**config.mk**
```make
export PLATFORM = sky130hd
export DESIGN_NAME = adc_conversion_sequencer
export DESIGN_NICKNAME = d
export VERILOG_FILES = /design/src/hdl/acs_pkg.sv /design/src/hdl/acs_front.sv /design/src/hdl/acs_back.sv /design/src/hdl/adc_conversion_sequencer.sv
export SDC_FILE = /design/constraint.sdc
export NUM_CORES = 1
export LEC_CHECK = 0
export BUFFER_PORTS_ARGS = -buffer_cell sky130_fd_sc_hd__clkbuf_2
export CORE_MARGIN = 2
export CORE_UTILIZATION = 45
export CTS_CLUSTER_SIZE = 24
export DETAILED_ROUTE_END_ITERATION = 7
export PLACE_DENSITY = 0.62
export REMOVE_ABC_BUFFERS = 1
export SETUP_SLACK_MARGIN = 0.3
export SLEW_MARGIN = 10
export SYNTH_ARGS = -nofsm -noshare
export SYNTH_HDL_FRONTEND = slang
export SYNTH_SLANG_ARGS = --single-unit
```
**constraint.sdc**
```tcl
create_clock -name clock -period 7.78 [get_ports clock]
set_input_delay 1.167 -clock clock [delete_from_list [all_inputs] [get_ports clock]]
set_output_delay 1.167 -clock clock [all_outputs]
set_load 0.01 [all_outputs]
```
**src/hdl/acs_pkg.sv**
```systemverilog
// Shared constants, types and helper functions of the ADC conversion sequencer.
package acs_pkg;

   // Slot and request queue geometry
   localparam int NUM_SLOTS   = 4;
   localparam int QUEUE_DEPTH = 8;
   localparam int SLOT_W      = $clog2(NUM_SLOTS);
   localparam int SLOT_CNT_W  = 3;
   localparam int QPTR_W      = $clog2(QUEUE_DEPTH);

   // Command queue between front and back
   localparam int CMDQ_DEPTH  = 2;
   localparam int CMDQ_PW     = $clog2(CMDQ_DEPTH);
   localparam int CMDQ_CW     = $clog2(CMDQ_DEPTH + 1);

   // Field widths
   localparam int SAMPLE_W    = 16;
   localparam int CHAN_W      = 8;
   localparam int PERIOD_W    = 16;
   localparam int DROP_W      = 3;
   localparam int CSR_IDX_W   = 2;
   localparam int CSR_DATA_W  = 64;
   localparam int CHAN_MAP_W  = 32;

   // Register indexes of the configuration port
   localparam logic [CSR_IDX_W-1:0] CSR_SLOTS_IN_USE    = 2'd0;
   localparam logic [CSR_IDX_W-1:0] CSR_SLOT_CHANNEL_MAP = 2'd1;
   localparam logic [CSR_IDX_W-1:0] CSR_SLOT_PERIOD_MAP  = 2'd2;

   // Command classes
   typedef enum logic [0:0] {
      CMD_TICK = 1'b0,
      CMD_DONE = 1'b1
   } cmd_kind_type;

   typedef struct packed {
      cmd_kind_type          kind;
      logic [SAMPLE_W-1:0]   sample;
   } cmd_type;

   // Back-end sequencer states
   typedef enum logic [3:0] {
      ST_IDLE = 4'b0001,
      ST_SCAN = 4'b0010,
      ST_POP  = 4'b0100,
      ST_NEXT = 4'b1000
   } seq_state_type;

   // Wrapping increment of a request queue pointer
   function automatic logic [QPTR_W-1:0] qptr_next(input logic [QPTR_W-1:0] p);
      qptr_next = (p == QPTR_W'(QUEUE_DEPTH - 1)) ? '0 : p + QPTR_W'(1);
   endfunction

endpackage

```
**src/hdl/acs_front.sv**
```systemverilog
// Front end: accepts input transfers, classifies them and queues commands.
module acs_front (
   input  logic                          clock,
   input  logic                          reset,
   input  logic                          req_valid,
   output logic                          req_ready,
   input  logic                          req_func,
   input  logic [acs_pkg::SAMPLE_W-1:0]  req_sample_value,
   output logic                          cmd_valid,
   input  logic                          cmd_pop,
   output acs_pkg::cmd_type              cmd_data
);

   acs_pkg::cmd_type                    q_ff [acs_pkg::CMDQ_DEPTH];
   logic [acs_pkg::CMDQ_PW-1:0]         wr_ptr_ff, wr_ptr_in;
   logic [acs_pkg::CMDQ_PW-1:0]         rd_ptr_ff, rd_ptr_in;
   logic [acs_pkg::CMDQ_CW-1:0]         count_ff, count_in;
   acs_pkg::cmd_type                    new_cmd;
   logic                                push, pop;

   // Classify the incoming transfer
   always_comb begin
      new_cmd.kind   = req_func ? acs_pkg::CMD_DONE : acs_pkg::CMD_TICK;
      new_cmd.sample = req_sample_value;
   end

   assign req_ready = (count_ff != acs_pkg::CMDQ_CW'(acs_pkg::CMDQ_DEPTH));
   assign cmd_valid = (count_ff != '0);
   assign cmd_data  = q_ff[rd_ptr_ff];
   assign push      = req_valid && req_ready;
   assign pop       = cmd_pop && cmd_valid;

   // Pointer and fill count update
   always_comb begin
      wr_ptr_in = wr_ptr_ff;
      rd_ptr_in = rd_ptr_ff;
      count_in  = count_ff;
      if (push) begin
         wr_ptr_in = (wr_ptr_ff == acs_pkg::CMDQ_PW'(acs_pkg::CMDQ_DEPTH - 1)) ?
                     '0 : wr_ptr_ff + acs_pkg::CMDQ_PW'(1);
      end
      if (pop) begin
         rd_ptr_in = (rd_ptr_ff == acs_pkg::CMDQ_PW'(acs_pkg::CMDQ_DEPTH - 1)) ?
                     '0 : rd_ptr_ff + acs_pkg::CMDQ_PW'(1);
      end
      if (push && !pop) begin
         count_in = count_ff + acs_pkg::CMDQ_CW'(1);
      end else if (pop && !push) begin
         count_in = count_ff - acs_pkg::CMDQ_CW'(1);
      end
   end

   always_ff @(posedge clock) begin
      if (reset) begin
         wr_ptr_ff <= '0;
         rd_ptr_ff <= '0;
         count_ff  <= '0;
      end else begin
         wr_ptr_ff <= wr_ptr_in;
         rd_ptr_ff <= rd_ptr_in;
         count_ff  <= count_in;
      end
   end

   // Command storage
   always_ff @(posedge clock) begin
      if (push) begin
         q_ff[wr_ptr_ff] <= new_cmd;
      end
   end

endmodule

```
**src/hdl/acs_back.sv**
```systemverilog
// Back end: slot countdowns, request queue and result register.
module acs_back (
   input  logic                              clock,
   input  logic                              reset,
   input  logic                              csr_write_en,
   input  logic [acs_pkg::CSR_IDX_W-1:0]     csr_index,
   input  logic [acs_pkg::CSR_DATA_W-1:0]    csr_wdata,
   input  logic                              cmd_valid,
   output logic                              cmd_pop,
   input  acs_pkg::cmd_type                  cmd_data,
   output logic                              rsp_valid,
   input  logic                              rsp_ready,
   output logic                              rsp_start_valid,
   output logic [acs_pkg::CHAN_W-1:0]        rsp_start_channel,
   output logic                              rsp_result_valid,
   output logic [acs_pkg::SLOT_W-1:0]        rsp_result_slot,
   output logic [acs_pkg::SAMPLE_W-1:0]      rsp_result_value,
   output logic [acs_pkg::DROP_W-1:0]        rsp_dropped_requests,
   output logic                              rsp_spurious_done
);

   localparam int SW = acs_pkg::SLOT_W;
   localparam int QW = acs_pkg::QPTR_W;
   localparam int NS = acs_pkg::NUM_SLOTS;

   // Configuration registers
   logic [acs_pkg::SLOT_CNT_W-1:0]  slots_ff, slots_in;
   logic [acs_pkg::CHAN_MAP_W-1:0]  chan_map_ff, chan_map_in;
   logic [acs_pkg::CSR_DATA_W-1:0]  per_map_ff, per_map_in;

   // Slot and queue state
   logic [acs_pkg::PERIOD_W-1:0]    cd_ff [NS];
   logic [acs_pkg::PERIOD_W-1:0]    cd_in [NS];
   logic [QW-1:0]                   head_ff, head_in;
   logic [QW-1:0]                   tail_ff, tail_in;
   logic                            full_ff, full_in;
   logic [SW-1:0]                   mem [acs_pkg::QUEUE_DEPTH];
   logic [SW-1:0]                   rd_data_ff;
   logic [QW-1:0]                   rd_addr;
   logic                            mem_we;

   // Sequencer
   acs_pkg::seq_state_type          state_ff, state_in;
   logic [SW-1:0]                   slot_ff, slot_in;
   logic                            acc_start_ff, acc_start_in;
   logic [acs_pkg::CHAN_W-1:0]      acc_chan_ff, acc_chan_in;
   logic [acs_pkg::DROP_W-1:0]      acc_drop_ff, acc_drop_in;
   logic [acs_pkg::SAMPLE_W-1:0]    sample_ff, sample_in;

   // Result register
   logic                            rsp_valid_ff, rsp_valid_in;
   logic                            rsp_start_ff, rsp_start_in;
   logic [acs_pkg::CHAN_W-1:0]      rsp_chan_ff, rsp_chan_in;
   logic                            rsp_res_ff, rsp_res_in;
   logic [SW-1:0]                   rsp_slot_ff, rsp_slot_in;
   logic [acs_pkg::SAMPLE_W-1:0]    rsp_value_ff, rsp_value_in;
   logic [acs_pkg::DROP_W-1:0]      rsp_drop_ff, rsp_drop_in;
   logic                            rsp_spur_ff, rsp_spur_in;

   // Step values
   logic [acs_pkg::SLOT_CNT_W-1:0]  n_active, n_new;
   logic [acs_pkg::PERIOD_W-1:0]    cur_p, cur_c, dec;
   logic                            expire, q_empty, out_free, last_slot;
   logic [QW-1:0]                   head_nx, tail_nx;

   function automatic logic [acs_pkg::CHAN_W-1:0] channel_of(
      input logic [acs_pkg::CHAN_MAP_W-1:0] map,
      input logic [SW-1:0]                  s
   );
      channel_of = map[{s, 3'b000} +: acs_pkg::CHAN_W];
   endfunction

   // A period of zero behaves as one
   function automatic logic [acs_pkg::PERIOD_W-1:0] period_of(
      input logic [acs_pkg::CSR_DATA_W-1:0] map,
      input logic [SW-1:0]                  s
   );
      logic [acs_pkg::PERIOD_W-1:0] p;
      p = map[{s, 4'b0000} +: acs_pkg::PERIOD_W];
      period_of = (p == '0) ? acs_pkg::PERIOD_W'(1) : p;
   endfunction

   function automatic logic [acs_pkg::SLOT_CNT_W-1:0] clamp_slots(
      input logic [acs_pkg::SLOT_CNT_W-1:0] v
   );
      clamp_slots = (v > acs_pkg::SLOT_CNT_W'(NS)) ? acs_pkg::SLOT_CNT_W'(NS) : v;
   endfunction

   assign n_active  = clamp_slots(slots_ff);
   assign n_new     = clamp_slots(csr_wdata[acs_pkg::SLOT_CNT_W-1:0]);
   assign cur_p     = period_of(per_map_ff, slot_ff);
   assign cur_c     = (cd_ff[slot_ff] == '0) ? cur_p : cd_ff[slot_ff];
   assign dec       = cur_c - acs_pkg::PERIOD_W'(1);
   assign expire    = (dec == '0);
   assign q_empty   = !full_ff && (head_ff == tail_ff);
   assign out_free  = !rsp_valid_ff || rsp_ready;
   assign last_slot = (acs_pkg::SLOT_CNT_W'(slot_ff) ==
                       n_active - acs_pkg::SLOT_CNT_W'(1));
   assign head_nx   = acs_pkg::qptr_next(head_ff);
   assign tail_nx   = acs_pkg::qptr_next(tail_ff);

   // Sequencer next state
   always_comb begin
      slots_in     = slots_ff;
      chan_map_in  = chan_map_ff;
      per_map_in   = per_map_ff;
      cd_in        = cd_ff;
      head_in      = head_ff;
      tail_in      = tail_ff;
      full_in      = full_ff;
      state_in     = state_ff;
      slot_in      = slot_ff;
      acc_start_in = acc_start_ff;
      acc_chan_in  = acc_chan_ff;
      acc_drop_in  = acc_drop_ff;
      sample_in    = sample_ff;
      rsp_valid_in = rsp_valid_ff && !rsp_ready;
      rsp_start_in = rsp_start_ff;
      rsp_chan_in  = rsp_chan_ff;
      rsp_res_in   = rsp_res_ff;
      rsp_slot_in  = rsp_slot_ff;
      rsp_value_in = rsp_value_ff;
      rsp_drop_in  = rsp_drop_ff;
      rsp_spur_in  = rsp_spur_ff;
      cmd_pop      = 1'b0;
      mem_we       = 1'b0;
      rd_addr      = head_ff;

      // Configuration writes; disabled slots lose their count
      if (csr_write_en) begin
         unique case (csr_index)
            acs_pkg::CSR_SLOTS_IN_USE: begin
               slots_in = csr_wdata[acs_pkg::SLOT_CNT_W-1:0];
               for (int i = 0; i < NS; i++) begin
                  if (acs_pkg::SLOT_CNT_W'(i) >= n_new) cd_in[i] = '0;
               end
            end
            acs_pkg::CSR_SLOT_CHANNEL_MAP: chan_map_in = csr_wdata[acs_pkg::CHAN_MAP_W-1:0];
            acs_pkg::CSR_SLOT_PERIOD_MAP:  per_map_in  = csr_wdata;
            default: ;
         endcase
      end

      unique case (state_ff)
         acs_pkg::ST_IDLE: begin
            if (cmd_valid && out_free) begin
               cmd_pop      = 1'b1;
               sample_in    = cmd_data.sample;
               acc_start_in = 1'b0;
               acc_chan_in  = '0;
               acc_drop_in  = '0;
               slot_in      = '0;
               if (cmd_data.kind == acs_pkg::CMD_TICK) begin
                  if (n_active == '0) begin
                     rsp_valid_in = 1'b1;
                     rsp_start_in = 1'b0;
                     rsp_chan_in  = '0;
                     rsp_res_in   = 1'b0;
                     rsp_slot_in  = '0;
                     rsp_value_in = '0;
                     rsp_drop_in  = '0;
                     rsp_spur_in  = 1'b0;
                  end else begin
                     state_in = acs_pkg::ST_SCAN;
                  end
               end else if (q_empty) begin
                  rsp_valid_in = 1'b1;
                  rsp_start_in = 1'b0;
                  rsp_chan_in  = '0;
                  rsp_res_in   = 1'b0;
                  rsp_slot_in  = '0;
                  rsp_value_in = '0;
                  rsp_drop_in  = '0;
                  rsp_spur_in  = 1'b1;
               end else begin
                  // head entry is read this cycle
                  state_in = acs_pkg::ST_POP;
               end
            end
         end
         acs_pkg::ST_SCAN: begin
            // one slot per cycle, in slot order
            if (expire) begin
               cd_in[slot_ff] = cur_p;
               if (full_ff) begin
                  if (acc_drop_ff != '1) acc_drop_in = acc_drop_ff + acs_pkg::DROP_W'(1);
               end else begin
                  mem_we  = 1'b1;
                  tail_in = tail_nx;
                  full_in = (tail_nx == head_ff);
                  if (head_ff == tail_ff) begin
                     acc_start_in = 1'b1;
                     acc_chan_in  = channel_of(chan_map_ff, slot_ff);
                  end
               end
            end else begin
               cd_in[slot_ff] = dec;
            end
            if (last_slot) begin
               state_in     = acs_pkg::ST_IDLE;
               rsp_valid_in = 1'b1;
               rsp_start_in = acc_start_in;
               rsp_chan_in  = acc_chan_in;
               rsp_res_in   = 1'b0;
               rsp_slot_in  = '0;
               rsp_value_in = '0;
               rsp_drop_in  = acc_drop_in;
               rsp_spur_in  = 1'b0;
            end else begin
               slot_in = slot_ff + SW'(1);
            end
         end
         acs_pkg::ST_POP: begin
            // rd_data_ff holds the popped slot; fetch the new head
            slot_in = rd_data_ff;
            head_in = head_nx;
            full_in = 1'b0;
            rd_addr = head_nx;
            if (head_nx != tail_ff) begin
               state_in = acs_pkg::ST_NEXT;
            end else begin
               state_in     = acs_pkg::ST_IDLE;
               rsp_valid_in = 1'b1;
               rsp_start_in = 1'b0;
               rsp_chan_in  = '0;
               rsp_res_in   = 1'b1;
               rsp_slot_in  = rd_data_ff;
               rsp_value_in = sample_ff;
               rsp_drop_in  = '0;
               rsp_spur_in  = 1'b0;
            end
         end
         acs_pkg::ST_NEXT: begin
            state_in     = acs_pkg::ST_IDLE;
            rsp_valid_in = 1'b1;
            rsp_start_in = 1'b1;
            rsp_chan_in  = channel_of(chan_map_ff, rd_data_ff);
            rsp_res_in   = 1'b1;
            rsp_slot_in  = slot_ff;
            rsp_value_in = sample_ff;
            rsp_drop_in  = '0;
            rsp_spur_in  = 1'b0;
         end
         default: begin
            state_in = acs_pkg::ST_IDLE;
         end
      endcase
   end

   // Control state
   always_ff @(posedge clock) begin
      if (reset) begin
         slots_ff     <= '0;
         chan_map_ff  <= '0;
         per_map_ff   <= '0;
         for (int i = 0; i < NS; i++) cd_ff[i] <= '0;
         head_ff      <= '0;
         tail_ff      <= '0;
         full_ff      <= 1'b0;
         state_ff     <= acs_pkg::ST_IDLE;
         rsp_valid_ff <= 1'b0;
      end else begin
         slots_ff     <= slots_in;
         chan_map_ff  <= chan_map_in;
         per_map_ff   <= per_map_in;
         cd_ff        <= cd_in;
         head_ff      <= head_in;
         tail_ff      <= tail_in;
         full_ff      <= full_in;
         state_ff     <= state_in;
         rsp_valid_ff <= rsp_valid_in;
      end
   end

   // Payload registers
   always_ff @(posedge clock) begin
      slot_ff      <= slot_in;
      acc_start_ff <= acc_start_in;
      acc_chan_ff  <= acc_chan_in;
      acc_drop_ff  <= acc_drop_in;
      sample_ff    <= sample_in;
      rsp_start_ff <= rsp_start_in;
      rsp_chan_ff  <= rsp_chan_in;
      rsp_res_ff   <= rsp_res_in;
      rsp_slot_ff  <= rsp_slot_in;
      rsp_value_ff <= rsp_value_in;
      rsp_drop_ff  <= rsp_drop_in;
      rsp_spur_ff  <= rsp_spur_in;
   end

   // Request queue memory, registered read
   always_ff @(posedge clock) begin
      if (mem_we) begin
         mem[tail_ff] <= slot_ff;
      end
      rd_data_ff <= mem[rd_addr];
   end

   assign rsp_valid            = rsp_valid_ff;
   assign rsp_start_valid      = rsp_start_ff;
   assign rsp_start_channel    = rsp_chan_ff;
   assign rsp_result_valid     = rsp_res_ff;
   assign rsp_result_slot      = rsp_slot_ff;
   assign rsp_result_value     = rsp_value_ff;
   assign rsp_dropped_requests = rsp_drop_ff;
   assign rsp_spurious_done    = rsp_spur_ff;

endmodule

```
**src/hdl/adc_conversion_sequencer.sv**
```systemverilog
// Top level of the ADC conversion sequencer.
//
// Input channel (req_*): one transfer is a timer tick (req_func = 0) or a
// conversion-finished event (req_func = 1) carrying req_sample_value.
// Result channel (rsp_*): exactly one result per input transfer, in order,
// giving the conversion to start, the finished measurement, the requests
// dropped on a full queue and the spurious-completion flag.
// Configuration (csr_*): a write lands at the edge where csr_write_en is high;
// index 0 is the slot count, 1 the channel map, 2 the period map.
// A two-entry command queue sits between the front end and the sequencer, and
// the result sits in an output register.
// With the result register free, a tick is taken from the command queue,
// then the N enabled slots are walked one slot per cycle through the
// countdown and queue write before rsp_valid is set; a completion passes
// ST_POP, and also ST_NEXT when the next head is read from the request
// queue memory; a spurious completion or a tick with no slot enabled is
// answered from idle. A new command is taken only in idle.
// While a result waits for rsp_ready the sequencer holds; input transfers
// fill the command queue, then req_ready drops.
// Reset is synchronous: queues empty, countdowns, configuration, state and rsp_valid cleared.
module adc_conversion_sequencer (
   input  logic                              clock,
   input  logic                              reset,
   input  logic                              csr_write_en,
   input  logic [acs_pkg::CSR_IDX_W-1:0]     csr_index,
   input  logic [acs_pkg::CSR_DATA_W-1:0]    csr_wdata,
   input  logic                              req_valid,
   output logic                              req_ready,
   input  logic                              req_func,
   input  logic [acs_pkg::SAMPLE_W-1:0]      req_sample_value,
   output logic                              rsp_valid,
   input  logic                              rsp_ready,
   output logic                              rsp_start_valid,
   output logic [acs_pkg::CHAN_W-1:0]        rsp_start_channel,
   output logic                              rsp_result_valid,
   output logic [acs_pkg::SLOT_W-1:0]        rsp_result_slot,
   output logic [acs_pkg::SAMPLE_W-1:0]      rsp_result_value,
   output logic [acs_pkg::DROP_W-1:0]        rsp_dropped_requests,
   output logic                              rsp_spurious_done
);

   logic                cmd_valid;
   logic                cmd_pop;
   acs_pkg::cmd_type    cmd_data;

   acs_front u_front (
      .clock            (clock),
      .reset            (reset),
      .req_valid        (req_valid),
      .req_ready        (req_ready),
      .req_func         (req_func),
      .req_sample_value (req_sample_value),
      .cmd_valid        (cmd_valid),
      .cmd_pop          (cmd_pop),
      .cmd_data         (cmd_data)
   );

   acs_back u_back (
      .clock                (clock),
      .reset                (reset),
      .csr_write_en         (csr_write_en),
      .csr_index            (csr_index),
      .csr_wdata            (csr_wdata),
      .cmd_valid            (cmd_valid),
      .cmd_pop              (cmd_pop),
      .cmd_data             (cmd_data),
      .rsp_valid            (rsp_valid),
      .rsp_ready            (rsp_ready),
      .rsp_start_valid      (rsp_start_valid),
      .rsp_start_channel    (rsp_start_channel),
      .rsp_result_valid     (rsp_result_valid),
      .rsp_result_slot      (rsp_result_slot),
      .rsp_result_value     (rsp_result_value),
      .rsp_dropped_requests (rsp_dropped_requests),
      .rsp_spurious_done    (rsp_spurious_done)
   );

`ifndef SYNTH
   // sequencer only takes a command that the front end holds
   a_pop_needs_cmd: assert property (@(posedge clock) disable iff (reset)
      cmd_pop |-> cmd_valid)
      else $error("command popped from empty queue");

   // a spurious completion changes nothing else
   a_spurious_alone: assert property (@(posedge clock) disable iff (reset)
      rsp_valid && rsp_spurious_done |->
         !rsp_result_valid && !rsp_start_valid && (rsp_dropped_requests == '0))
      else $error("spurious completion with other activity");

   // drops only come from ticks, which deliver no measurement
   a_drop_on_tick: assert property (@(posedge clock) disable iff (reset)
      rsp_valid && (rsp_dropped_requests != '0) |-> !rsp_result_valid)
      else $error("drop count on a completion");

   // no conversion start means a zero channel
   a_idle_channel: assert property (@(posedge clock) disable iff (reset)
      rsp_valid && !rsp_start_valid |-> (rsp_start_channel == '0))
      else $error("channel given without a start");
`endif

endmodule
```
== After elaboration in Yosys (flattened, before gate mapping) ==
Memories as Yosys holds them, arrays and structs flattened. A register that Yosys moved wholly into a read port is not among the register bits.
Cells that the tools add are included.

* Register bits after elaboration: 241
* Memory bits (writable): 50
* Bits of input ports: 88
* Output and inout bits: 34
* Logic and storage cells: 225
* Memories: 2

{| class="wikitable"
|+ Memory list
! memory !! depth !! width !! read ports !! clocked after Yosys merged registers in !! wr ports !! line !! text
|-
| u_front.q_ff || 2 || 17 || 1 || 1 || 1 || acs_front.sv:14 || <nowiki>acs_pkg::cmd_type q_ff [acs_pkg::CMDQ_DEPTH];</nowiki>
|-
| u_back.mem || 8 || 2 || 1 || 1 || 1 || acs_back.sv:37 || <nowiki>logic [SW-1:0] mem [acs_pkg::QUEUE_DEPTH];</nowiki>
|}

* $add $sub $neg: 10
* $lt $le $gt $ge: 8
* Equality and inequality tests: 23
* Shift-type cells: 3
* Multiplexer cells: 115
* Bitwise logic cells: 2
* Reductions and logical operators: 35

{| class="wikitable"
|+ Operators by type and width
! cell !! count
|-
| 64-bit two-way mux || 4
|-
| 16-bit two-way mux || 15
|-
| 64-bit bitwise mux || 2
|-
| 8-bit two-way mux || 10
|-
| 16-bit one-hot mux with 4 select lines || 1
|-
| 32-bit by 6-bit indexed part select with 8-bit output || 2
|-
| 64-bit by 7-bit indexed part select with 16-bit output || 1
|-
| 16-bit logical NOT || 3
|-
| 3-bit two-way mux || 15
|-
| 1-bit two-way mux || 37
|-
| 16-bit binary-select mux with 2-bit select || 1
|-
| 16-bit demux with 2-bit select || 1
|-
| 8-bit one-hot mux with 4 select lines || 1
|-
| 4-bit two-way mux || 6
|-
| 2-bit two-way mux || 10
|-
| 1-bit one-hot mux with 4 select lines || 4
|-
| 8-bit one-hot mux with 2 select lines || 1
|-
| 16-bit by 1-bit subtractor with 16-bit output (second input constant) || 1
|-
| 3-bit one-hot mux with 4 select lines || 1
|-
| 4-bit one-hot mux with 3 select lines || 1
|-
| 2-bit AND reduction || 6
|-
| 3-bit by 1-bit adder with 3-bit output (second input constant) || 3
|-
| 3-bit inequality test (second input constant) || 3
|-
| 1-bit logical AND || 8
|-
| other kinds (39) || 59
|}

== Depth between registers and ports, before layout ==
* Word-level depth: 12
* Mapped depth: 20
* Gate-level depth less buffers: 16

== Modules after synthesis ==
A second synthesis with hierarchy kept.

* Cell total of the unflattened synthesis: 1,329
* Area, all modules: 13,603.0 sq um

{| class="wikitable"
|+ By module, submodules not included
! module !! instances !! cells an instance !! area an instance (sq um) !! sequential area each (sq um)
|-
| acs_back || 1 || 1,252 || 12,155.4 || 5,885.6
|-
| acs_front || 1 || 77 || 1,447.6 || 1,121.1
|}

== Worst setup path after synthesis ==
No wires, ideal clock.

* Path kind: reg-to-reg
* From: register u_back.slot_ff[1]
* To: memory u_back.mem[1][0] (netlist bit), enable pin
* Setup time: 349 ps
* Arrival: 4,929 ps
* Required time: 7,431 ps
* Path slack: 2,502 ps
* Stages on the path, launching flop included: 18
* Path buffers: 4
* Clock period less this slack: 5,278 ps
* Cell sequence: edfxtp_1 -> buf_2 -> buf_1 -> mux4_2 -> or3_1 -> nor3_2 -> buf_2 -> a21oi_1 -> ha_1 -> nand4_1 -> a21oi_1 -> a221o_1 -> nor4b_4 -> o2111ai_4 -> clkbuf_1 -> nor3_1 -> nand3_1 -> nor4_1

* Cells in the longest elaborated chain, start to end: 12
* Elaborated cells between the ends (all ways): 15
* Classes of those cells: add/sub: 1; shift: 1; mux: 9; bitwise: 1; reduce/logical: 3

{| class="wikitable"
|+ Ends and longest elaborated chain
! element !! line !! text
|-
| start: declaration || acs_back.sv:44 || <nowiki>logic [SW-1:0] slot_ff, slot_in;</nowiki>
|-
| start signal: assignment || acs_back.sv:277 || <nowiki>slot_ff <= slot_in;</nowiki>
|-
| branches (longest 5 deep; another with 64-bit by 7-bit indexed part select with 16-bit output) || -- ||
|-
| 16-bit two-way mux * || acs_back.sv:92 || <nowiki>assign cur_c = (cd_ff[slot_ff] == '0) ? cur_p : cd_ff[slot_ff];</nowiki>
|-
| 16-bit by 1-bit subtractor with 16-bit output * || acs_back.sv:93 || <nowiki>assign dec = cur_c - acs_pkg::PERIOD_W'(1);</nowiki>
|-
| 16-bit logical NOT * || acs_back.sv:94 || <nowiki>assign expire = (dec == '0);</nowiki>
|-
| 1-bit two-way mux * || acs_back.sv:183 || <nowiki>if (expire) begin</nowiki>
|-
| 1-bit two-way mux * || acs_back.sv:144 || <nowiki>unique case (state_ff)</nowiki>
|-
| 1-bit two-way mux * || acs_back.sv:293 || <nowiki>if (mem_we) begin</nowiki>
|-
| 1-bit two-way mux (implied by the code) * || acs_back.sv:294 || <nowiki>mem[tail_ff] <= slot_ff;</nowiki>
|-
| end: declaration || acs_back.sv:37 ||
|}

Mark *: on every way between the ends. The select of a mux whose other input is x is not followed.

== Worst setup path after layout ==
* From: register u_back.slot_ff[1]
* To: register u_back.rsp_chan_ff, in the netlist u_back.rsp_start_channel[5] (data pin)

* Cells in the longest elaborated chain, start to end: 11
* Elaborated cells between the ends (all ways): 17
* Classes of those cells: add/sub: 1; shift: 2; mux: 10; bitwise: 1; reduce/logical: 3

{| class="wikitable"
|+ Ends and longest elaborated chain
! element !! line !! text
|-
| branches (longest 8 deep; another with 16-bit by 1-bit subtractor with 16-bit output) || -- ||
|-
| 8-bit two-way mux * || acs_back.sv:183 ||
|-
| 8-bit two-way mux * || acs_back.sv:199 || <nowiki>if (last_slot) begin</nowiki>
|-
| 8-bit one-hot mux with 4 select lines * || acs_back.sv:144 ||
|-
| via u_back.rsp_chan_in, one bit || acs_back.sv:53 || <nowiki>logic [acs_pkg::CHAN_W-1:0] rsp_chan_ff, rsp_chan_in;</nowiki>
|-
| end signal: assignment || acs_back.sv:283 || <nowiki>rsp_chan_ff <= rsp_chan_in;</nowiki>
|-
| end: declaration || acs_back.sv:53 ||
|}

Mark *: on every way through the listed nets, which the timed path passes. The select of a mux whose other input is x is not followed.
A chain may end at the register's enable or synchronous reset.

==> summary.txt <==
Min path
  – Min-delay worst type: flip-flop to flip-flop
  – Hold_sp: u_back.cd_ff[13]$_SDFF_PP0_

CTS
  – Worst-path clk slew: 60 ps
  – Postcts setup bufs: 0
  – Cts repair resizes: 0
  – Clock Tree Root: clkbuf_16
  – CTS max path bufs: 3
  – Htree depth: 1
  – CTS tree: yes
  – Inserted Clock Buffers: 31
  – CTS sink count: 294
  – Worst skew pair latency: 570 ps
  – Hold-fix buffers at CTS: 0

Timing
  – Tmin final: ~6000 ps
  – RSZ-0062 raised after global routing: false
  – Final setup vio count: 0
  – Slew @ Worst Pin: 1270 ps
  – Slew headroom: 15.3%
  – Setup TNS: 0 ps
  – Fin crit share: around four fifths
  – Fmax: 162 MHz
  – Final hold viol count: 0
  – Final Max Tran Viols: 0
  – PnR worst setup slack: 1620 ps
  – Final Skew: 25.4 ps

Synthesis
  – Synth area leaders: dfxtp_1, edfxtp_1, mux4_2, nand2_1, a21oi_1
  – Post-synth ARST share: 0%
  – Dominant synthesized flop cell: dfxtp_1
  – Distinct cells, synth: 72
  – Sequential share of the synthesized area: 52.6%
  – Cell area after synthesis: about 13000 sq um
  – Warning count from the yosys run: 0
  – Avg Cell Area, Syn: 10.4 sq um
  – Post-Synthesis Cells: 1278
  – Share of the synthesized area in the top cell type: 27.3%
  – Post-synth EDFFs: 112
  – Leading area contributor after synthesis: dfxtp_1
  – #FFs+latches synth: ~290

Global route
  – Initial antenna violation count: 0
  – Grt total ovfl: 0
  – GRT Total Usage: about 22%
  – Largest net degree at the start of global routing: 82
  – First-pass GRT wire length: 54700 um
  – Vias in the first global route: 9553

Die
  – Die width: between 150 and 200 um
  – Row cnt: 63
  – Die area: 31000 sq um
  – # IOs: 122
  – Starting density of the core: 45.3%
  – Die Y: about 180 um
  – Core ar.: 29400 sq um

Cells and area
  – Final Net Count: 1470
  – Diodes inserted: 0
  – Layout area overhead: 15.5%
  – Layout cell share with drive strength beyond 1: 21.5%
  – FILL cells: 2633

Drt
  – DRC Markers: 0
  – DRT iter0 DRCs: 889
  – Routed len/inst: between 15 and 20 um
  – Antenna viol nets, final: 0
  – Routed WL: about 35000 um
  – Vias: 10059
  – Drt pass-1 iters: 5
  – DR vias/cell: 5.64

Power and ir drop
  – Power Density: 311 nW/um^2
  – Leak pwr: 5.56 nW
  – Final Power: 4.79 mW
  – VDD IR max: 0.146 mV

Setup path
  – CP max stage cell: nor4_4
  – CP Data Arrival Time: 6450 ps
  – Worst setup SP type: flip-flop
  – CP Class: flip-flop to flip-flop
  – Most common cell on crit path: o211ai_1
  – Crit Path Max Fanout: between 50 and 60
  – CP peak stage delay: 790 ps
  – RR Startpoint: u_back.slot_ff[1]$_DFFE_PP_
  – CP startpoint: u_back.slot_ff[1]$_DFFE_PP_
  – CP cell instances: buf_4, mux4_2, or3_1, nor2_1, nand2_1, o21bai_1, a21oi_1, ha_1, nand4_1, a211oi_1, o211ai_1, o211ai_1, and3b_1, o2111ai_4, nor4_4, mux2i_1, o21ai_1
  – Worst Path Required: 8060 ps
  – Crit. End Element: flip-flop

Placement
  – Buffers on Ports: 121
  – DP Wirelength: 24400 um
  – Pre-CTS setup slack: 1720 ps
  – Routability cong.: 0.933

Job
  – Max Cap Viol: 0

Run status
  – Status: completed
## registers in the layout, indices dropped and copies added (netlist names), 2 cells and up, named ones only
signal                       flops
u_back.acc_drop_ff               3
u_back.rd_data_ff                2
u_back.rsp_result_value         16
u_back.sample_ff                16
u_back.head_ff                   3
u_back.rsp_dropped_requests      3
u_back.slot_ff                   2
u_back.per_map_ff               64
u_back.slots_ff                  3
u_back.rsp_start_channel         8
u_back.acc_chan_ff               8
u_front.count_ff                 2
u_back.tail_ff                   3
u_back.chan_map_ff              32
u_back.cd_ff                    64
u_back.mem                      16
u_back.rsp_result_slot           2
u_back.state_ff                  4
u_front.q_ff                    34
## where the power goes
part / switching, mW / internal, mW / leakage, nW
combinational: 0.836 / 0.437 / 2.47
clock: 0.613 / 0.978 / 0.550
sequential: 0.0748 / 1.85 / 2.54
## Yosys cell counts (6+ instances only)
cell / number
a211oi_1: 10
a21oi_1: 146
a22o_1: 8
a22oi_1: 23
a311oi_1: 6
a31oi_1: 7
and2_1: 20
and3_1: 6
clkbuf_1: 70
dfxtp_1: 182
edfxtp_1: 112
ha_1: 14
inv_1: 13
mux2_2: 18
mux2i_1: 23
mux4_2: 52
nand2_1: 263
nand2b_1: 9
nand3_1: 11
nand3b_1: 6
nand4_1: 11
nor2_1: 82
nor3_1: 16
nor4_1: 12
o211ai_1: 8
o21ai_0: 29
o21ai_1: 8
o31ai_1: 7
or2_2: 7
xnor2_1: 6
xor2_1: 15
## stage by stage
stage	utilization, %	cells	area (sq um)	hold slack (ps)
4_1_cts	52.4	1783	15400	443
2_1_floorplan	-	1193	13000	410
5_1_grt	52.4	1783	15400	472
3_3_place_gp	48.6	1725	14300	429
3_5_place_dp	48.6	1725	14300	435
6_report	52.4	1783	15400	441
## path summary, 6_finish.rpt
| check | cells past startpoint | slack [ps] | endpoint |
|---|---|---|---|
| worst max register to register | 17 | 1620 | u_back.rsp_start_channel[5]$_DFFE_PP_ |
| worst max-delay path | 17 | 1620 | u_back.rsp_start_channel[5]$_DFFE_PP_ |
| worst min register to register | 2 | 440 | u_back.cd_ff[13]$_SDFF_PP0_ |
| worst min-delay path | 2 | 440 | u_back.cd_ff[13]$_SDFF_PP0_ |
## placed cells by master (no fill, tap or decap), drive strengths merged, types with 10 or more instances in the layout
master / instances
a211oi: 10
a21oi: 146
a22oi: 23
and2: 20
buf: 22
clkbuf: 163
dfxtp: 182
edfxtp: 112
ha: 14
inv: 14
mux2: 18
mux2i: 23
mux4: 52
nand2: 263
nand3: 12
nand4: 11
nor2: 83
nor3: 18
nor4: 14
o21ai: 37
xor2: 15
## final cells by class
type,count,area [sq um],share of cell area (%)
sequential,294,7010,45.5
clock inverter,15,206,1.34
clock buffer,43,911,5.92
tap,390,488,3.17
multi-input combinational,886,5960,38.7
inverter,13,48.8,0.317
timing repair buffer,142,778,5.05
## metal layers
layer	wire (um)	up-vias	global-route usage (%)
li1	-	4814	-
met1	16800	4890	33.7
met2	15900	308	34.5
met3	2050	47	3.29
met4	566	0	4.72
met5	0	-	0
## logic make-up (layout without fill, tap and decap cells)
group	after synthesis	count (layout)	share of synthesized area (%)
AND/OR/NAND/NOR	477	477	16.7
flip-flops	294	294	52.6
AO/OA/AOI/OAI	281	281	12.9
buffers and inverters	98	213	3.08
multiplexers	93	93	12.0
XOR/XNOR	21	21	1.38
adder cells (fa/ha/maj)	14	14	1.31
## critical path, delay by kind of cell (launching register included)
family                   cells  cell delay (ps)
AND/OR/NAND/NOR              6             1910
flip-flops                   1              320
buffers and inverters        1              640
multiplexers                 2              760
AO/OA/AOI/OAI                7             1940
adder cells (fa/ha/maj)      1              270
Power figures use the tool's default switching activity.
